### src/design/interval_set_merge_store_unit_assert.svh
// assertion macros for the interval store, clocked on clk, held off during reset
`ifndef INTERVAL_SET_MERGE_STORE_UNIT_ASSERT_SVH
`define INTERVAL_SET_MERGE_STORE_UNIT_ASSERT_SVH

// same-cycle implication
`define ISMS_ASSERT_NOW(label, ante, cons) \
    label: assert property (@(posedge clk) disable iff (!rst_n) (ante) |-> (cons)) \
        else $error("isms check failed");

// next-cycle implication
`define ISMS_ASSERT_NEXT(label, ante, cons) \
    label: assert property (@(posedge clk) disable iff (!rst_n) (ante) |=> (cons)) \
        else $error("isms check failed");

`endif

### src/design/isms_pkg.sv
`timescale 1ns / 1ps
`default_nettype none

package isms_pkg;

    localparam int DEF_TABLE_COUNT   = 10;
    localparam int DEF_MAX_INTERVALS = 16;

    localparam logic [1:0] ACT_ADD     = 2'd0;
    localparam logic [1:0] ACT_REMOVE  = 2'd1;
    localparam logic [1:0] ACT_REPLACE = 2'd2;

    localparam logic [2:0] ST_DONE     = 3'd0;
    localparam logic [2:0] ST_EMPTY    = 3'd1;
    localparam logic [2:0] ST_NO_TABLE = 3'd2;
    localparam logic [2:0] ST_NO_MATCH = 3'd3;
    localparam logic [2:0] ST_FULL     = 3'd4;

    typedef struct packed {
        logic [1:0]  action;
        logic [3:0]  table_id;
        logic [31:0] start_time;
        logic [31:0] end_time;
    } cmd_word_t;

    typedef struct packed {
        logic [2:0] status;
        logic [4:0] range_count;
    } rsp_word_t;

    typedef struct packed {
        logic [31:0] start_time;
        logic [31:0] end_time;
    } ivl_t;

    // controller to datapath
    typedef struct packed {
        logic       load;
        logic       start_search;
        logic       search_step;
        logic       start_merge;
        logic       merge_ins;
        logic       merge_skip;
        logic       merge_step;
        logic       flush;
        logic       set_code;
        logic [2:0] code;
        logic       publish;
    } ctl_cmd_t;

    // datapath to controller
    typedef struct packed {
        logic is_add;
        logic is_rem;
        logic is_rep;
        logic empty;
        logic tbl_bad;
        logic full;
        logic at_end;
        logic hit;
        logic merge_end;
    } ctl_stat_t;

endpackage

`default_nettype wire

### src/design/isms_ctrl.sv
`timescale 1ns / 1ps
`default_nettype none

module isms_ctrl (
    input  wire logic                clk,
    input  wire logic                rst_n,
    input  wire logic                cmd_valid,
    output logic                     cmd_ready,
    output logic                     rsp_valid,
    input  wire logic                rsp_ready,
    input  wire isms_pkg::ctl_stat_t stat,
    output isms_pkg::ctl_cmd_t       ctl
);

    typedef enum logic [4:0] {
        S_IDLE   = 5'b00001,
        S_EVAL   = 5'b00010,
        S_SEARCH = 5'b00100,
        S_MERGE  = 5'b01000,
        S_FINISH = 5'b10000
    } state_t;

    state_t state_reg, state_next;
    logic   out_valid_reg, out_valid_next;
    logic   out_free;

    assign out_free  = !out_valid_reg || rsp_ready;
    assign cmd_ready = (state_reg == S_IDLE);
    assign rsp_valid = out_valid_reg;

    always_comb
    begin
        ctl        = '0;
        ctl.code   = isms_pkg::ST_DONE;
        state_next = state_reg;
        unique case (state_reg)
            S_IDLE:
            begin
                if (cmd_valid)
                begin
                    ctl.load   = 1'b1;
                    state_next = S_EVAL;
                end
            end
            S_EVAL:
            begin
                ctl.set_code = 1'b1;
                priority if (stat.empty)
                begin
                    ctl.code   = isms_pkg::ST_EMPTY;
                    state_next = S_FINISH;
                end
                else if (stat.tbl_bad)
                begin
                    ctl.code   = isms_pkg::ST_NO_TABLE;
                    state_next = S_FINISH;
                end
                else if (stat.is_add && stat.full)
                begin
                    ctl.code   = isms_pkg::ST_FULL;
                    state_next = S_FINISH;
                end
                else if (stat.is_add)
                begin
                    ctl.start_merge = 1'b1;
                    ctl.merge_ins   = 1'b1;
                    state_next      = S_MERGE;
                end
                else if (stat.is_rem || stat.is_rep)
                begin
                    ctl.start_search = 1'b1;
                    state_next       = S_SEARCH;
                end
                else
                begin
                    state_next = S_FINISH;
                end
            end
            S_SEARCH:
            begin
                priority if (stat.at_end)
                begin
                    ctl.set_code = 1'b1;
                    ctl.code     = isms_pkg::ST_NO_MATCH;
                    state_next   = S_FINISH;
                end
                else if (stat.hit)
                begin
                    ctl.start_merge = 1'b1;
                    ctl.merge_skip  = 1'b1;
                    ctl.merge_ins   = stat.is_rep;
                    state_next      = S_MERGE;
                end
                else
                begin
                    ctl.search_step = 1'b1;
                end
            end
            S_MERGE:
            begin
                if (stat.merge_end)
                begin
                    ctl.flush  = 1'b1;
                    state_next = S_FINISH;
                end
                else
                begin
                    ctl.merge_step = 1'b1;
                end
            end
            S_FINISH:
            begin
                if (out_free)
                begin
                    ctl.publish = 1'b1;
                    state_next  = S_IDLE;
                end
            end
            default:
            begin
                state_next = S_IDLE;
            end
        endcase
    end

    always_comb
    begin
        if (ctl.publish)
        begin
            out_valid_next = 1'b1;
        end
        else if (rsp_ready)
        begin
            out_valid_next = 1'b0;
        end
        else
        begin
            out_valid_next = out_valid_reg;
        end
    end

    always_ff @(posedge clk or negedge rst_n)
    begin
        if (!rst_n)
        begin
            state_reg     <= S_IDLE;
            out_valid_reg <= 1'b0;
        end
        else
        begin
            state_reg     <= state_next;
            out_valid_reg <= out_valid_next;
        end
    end

endmodule

`default_nettype wire

### config.mk
export PLATFORM = sky130hd
export DESIGN_NAME = isms_ctrl
export DESIGN_NICKNAME = d
export VERILOG_FILES = /design/src/design/interval_set_merge_store_unit_assert.svh /design/src/design/isms_pkg.sv /design/src/design/isms_ctrl.sv
export SDC_FILE = /design/constraint.sdc
export NUM_CORES = 1
export LEC_CHECK = 0
export ABC_AREA = 1
export BUFFER_PORTS_ARGS = -buffer_cell sky130_fd_sc_hd__buf_2
export CAP_MARGIN = 20
export CORE_AREA = 3 3 40 42
export CTS_BUF_LIST = sky130_fd_sc_hd__clkbuf_2 sky130_fd_sc_hd__clkbuf_4 sky130_fd_sc_hd__clkbuf_8
export CTS_CLUSTER_SIZE = 30
export DETAILED_ROUTE_END_ITERATION = 12
export DIE_AREA = 0 0 43 45
export GPL_TIMING_DRIVEN = 0
export PLACE_DENSITY = 0.71
export REMOVE_ABC_BUFFERS = 1
export SLEW_MARGIN = 20
export SYNTH_ARGS = -nofsm -noshare
export SYNTH_HDL_FRONTEND = slang
export SYNTH_SLANG_ARGS = --single-unit
### constraint.sdc
create_clock -name clk -period 1.2 [get_ports clk]
set_input_delay 0.12 -clock clk [delete_from_list [all_inputs] [get_ports clk]]
set_output_delay 0.12 -clock clk [all_outputs]
set_load 0.05 [all_outputs]
==> out/metrics.yaml <==
run_status:
  status: "finished, violations left"
  violations: "negative setup slack"
pwr:
  p_leak_nw: 0.566
  p_comb_frac: 0.690
  power.sequential.fraction: 0.183
  peakVddDrop_mv: 1.50
  p_sw_uw: 850
  p_int_uw: 951
  power.clock.fraction: 0.127
  power_per_cell_area_nw_per_um2: 1750
  design_power_total_mw: 1.80
  p_sw_frac: 0.472
detailed_routing:
  drc: 0
  postRouteAntennaNets: 0
  routed-via-count: 714
  detailedRoute.firstIterationViolations: 9
  route.detailed.wl_per_inst_um: 12.7
  wirelength_mm: 1.79
  drt_via_density: 5.06
  drt_first_pass_iters: 4
clock_network:
  clock_insertion_delay_worst_skew_ps: 250
  cts-buffers-inserted: 3
  clock_tree.buffer_depth: 2
  clock_sink_count: 6
  h-tree-depth: 1
  cts_root_buf: "sky130_fd_sc_hd__clkbuf_4"
  tritoncts: "yes"
  clkTransAtPathRegs_ps: 50
sta:
  worst-slew-pin-transition_ps: 255
  post-route-min-period_ps: 1610
  hold_viol: 0
  report.final.slew_viol_count: 0
  fin_skew_ps: 5.93
  rsz_0062_raised_after_global_routing: "yes"
  worst_slack_ps: -415
  setup_viol: 17
  finalCritPeriodShare: 1.35
  timing.slew.headroom: 0.829
  fmax_mhz: 619
floorplanning:
  die_height_um: 45
  initial_utilization: 0.392
  io-pin-count: 28
  core-area_um2: 1280
  die_width_um: 43
  row_count: 13
  floorplan.die_area_um2: 1940
worst_setup_path:
  cp_max_fo: 5
  crit_required_ps: 1080
  worst_setup_path_end_kind: "output pin"
  setup.worst_path.class: "flop to output pin"
  critical_path.startpoint_type: "flop"
  worst-endpoint-arrival_ps: 1490
finish:
  fill_cells: 78
  largest_register_ffs: 5
  multiInputGateArea_um2: 357
  nets: 140
  antennaDiodeCount: 0
  postLayoutCellArea_um2: 1030
  final_cell_mix: "sky130_fd_sc_hd__buf_6 (15), sky130_fd_sc_hd__buf_4 (14), sky130_fd_sc_hd__buf_2 (13), sky130_fd_sc_hd__inv_1 (10), sky130_fd_sc_hd__nand2_1 (10)"
  area_growth_pct: 104
  layout_commonest_cell: "sky130_fd_sc_hd__buf_6"
  final_layout_size_suffix_gt1_frac: 0.635
  layout.area.seq_um2: 154
logic_synthesis:
  yosysTopAreaCell: "sky130_fd_sc_hd__dfrtp_1"
  synth_sequential_area_ratio: 0.300
  syn_inst: 77
  synthesis.yosys.warnings: 0
  postSynthAreaPerCell_um2: 6.55
  netlist_top_cells_area: "sky130_fd_sc_hd__dfrtp_1 (25%), sky130_fd_sc_hd__nor2_1 (11%), sky130_fd_sc_hd__nand3_1 (9.9%), sky130_fd_sc_hd__nand2_1 (9.7%), sky130_fd_sc_hd__inv_1 (8.9%)"
  yosysTopAreaCellShare: 0.248
  yosys_register_bits: 6
  synth_cell_type_count: 17
  post_synthesis_cell_area_um2: 504
placed_design:
  replace_congestion: 0.856
  placement.io_buffers: 27
  dpl_cell_area_um2: 643
  place.detailed.hpwl_um: 986
grt:
  number_of_global_route_vias_before_repair: 670
  gr-usage-all-layers: 0.181
  largest_net_degree_at_the_start_of_global_routing: 10
  overflow: 0
  antenna_found_initial: 0
  wire_length_of_the_first_global_routing_pass_mm: 2.68
hold_path:
  holdCritPathClass: "input port to flop"
run:
  cap_violations: 0
-- cell type report --
cell class              count  share of cell area
clock buffers               4              0.0292
flip-flops and latches      6               0.149
multi-input cells          54               0.346
repair buffers             47               0.397
well taps                  15              0.0182
inverters                  15              0.0595
-- worst max-delay path: stages, from the launching register on --
cell and delay [ps]:
sky130_fd_sc_hd__dfrtp_1 420, sky130_fd_sc_hd__nor2_4 160, sky130_fd_sc_hd__nand4_4 130, sky130_fd_sc_hd__or2_4 290, sky130_fd_sc_hd__o21ai_2 60, sky130_fd_sc_hd__buf_6 170
-- power groups by stage --
stage | logic, mW | registers [mW] | clock network, mW
after floorplan | 0.517 | 0.345 | 0
after global placement | 0.678 | 0.320 | 0
after detailed placement | 0.688 | 0.322 | 0
after CTS | 0.969 | 0.316 | 0.231
after global routing | 1.31 | 0.332 | 0.251
final | 1.24 | 0.329 | 0.230
-- kinds of logic (layout without fill, tap and decap cells) --
group / count (synthesis) / in the layout / synth area share
buffers and inverters: 17 / 66 / 0.141
AO/OA/AOI/OAI: 5 / 5 / 0.0571
AND/OR/NAND/NOR: 49 / 49 / 0.501
flip-flops: 6 / 6 / 0.300
-- stage by stage --
stage	utilization	hold slack, ps	std cells	setup slack (ps)	TNS [ps]
6_report	0.801	82.7	141	-415	-5080
3_3_place_gp	0.500	-51.5	117	-301	-1680
3_5_place_dp	0.500	-50.2	117	-307	-1870
4_1_cts	0.693	84.2	133	-414	-4580
5_1_grt	0.801	101	141	-476	-6220
2_1_floorplan	-	-176	75	-439	-3210
-- synth_stat cells --
cell,instances
sky130_fd_sc_hd__nor2_1,15
sky130_fd_sc_hd__nand2_1,13
sky130_fd_sc_hd__inv_1,12
sky130_fd_sc_hd__nand3_1,10
sky130_fd_sc_hd__dfrtp_1,5
sky130_fd_sc_hd__nand4_1,5
sky130_fd_sc_hd__inv_2,3
sky130_fd_sc_hd__o21ai_1,3
sky130_fd_sc_hd__buf_4,2
sky130_fd_sc_hd__nor2_4,2
sky130_fd_sc_hd__dfstp_2,1
sky130_fd_sc_hd__nand3b_1,1
sky130_fd_sc_hd__nand4_4,1
sky130_fd_sc_hd__nor2_2,1
sky130_fd_sc_hd__o21ai_0,1
sky130_fd_sc_hd__o21ai_2,1
sky130_fd_sc_hd__or2_4,1
-- routing by layer --
metal / vias up / wire, µm / global-route usage
li1: 346 / - / -
met1: 328 / 713 / 0.209
met2: 36 / 924 / 0.317
met3: 4 / 122 / 0.0359
met4: 0 / 29 / 0.0964
met5: - / 0 / 0
-- worst paths after layout --
| check | from | to | slack (ps) | depth (start not counted) |
|---|---|---|---|---|
| worst min-delay path | rsp_ready | rsp_valid | 80 | 2 |
| min in group asynchronous | rst_n | rsp_valid | 230 | 2 |
| worst max-delay path | state_reg[2] | ctl[8] | -410 | 5 |
| worst max register to register | state_reg[0] | state_reg[4] | -200 | 8 |
| worst min register to register | rsp_valid | rsp_valid | 550 | 2 |
| max in group asynchronous | rst_n | state_reg[0] | 750 | 2 |
-- timing repair --
action,4_1_cts,5_1_grt
buffers inserted,11,9
resized for setup,41,23
endpoints found under the hold margin,6,0
hold buffers,1,0
setup endpoints to repair,16,17
pin swaps,9,7
(Power assumes the default switching activity.)
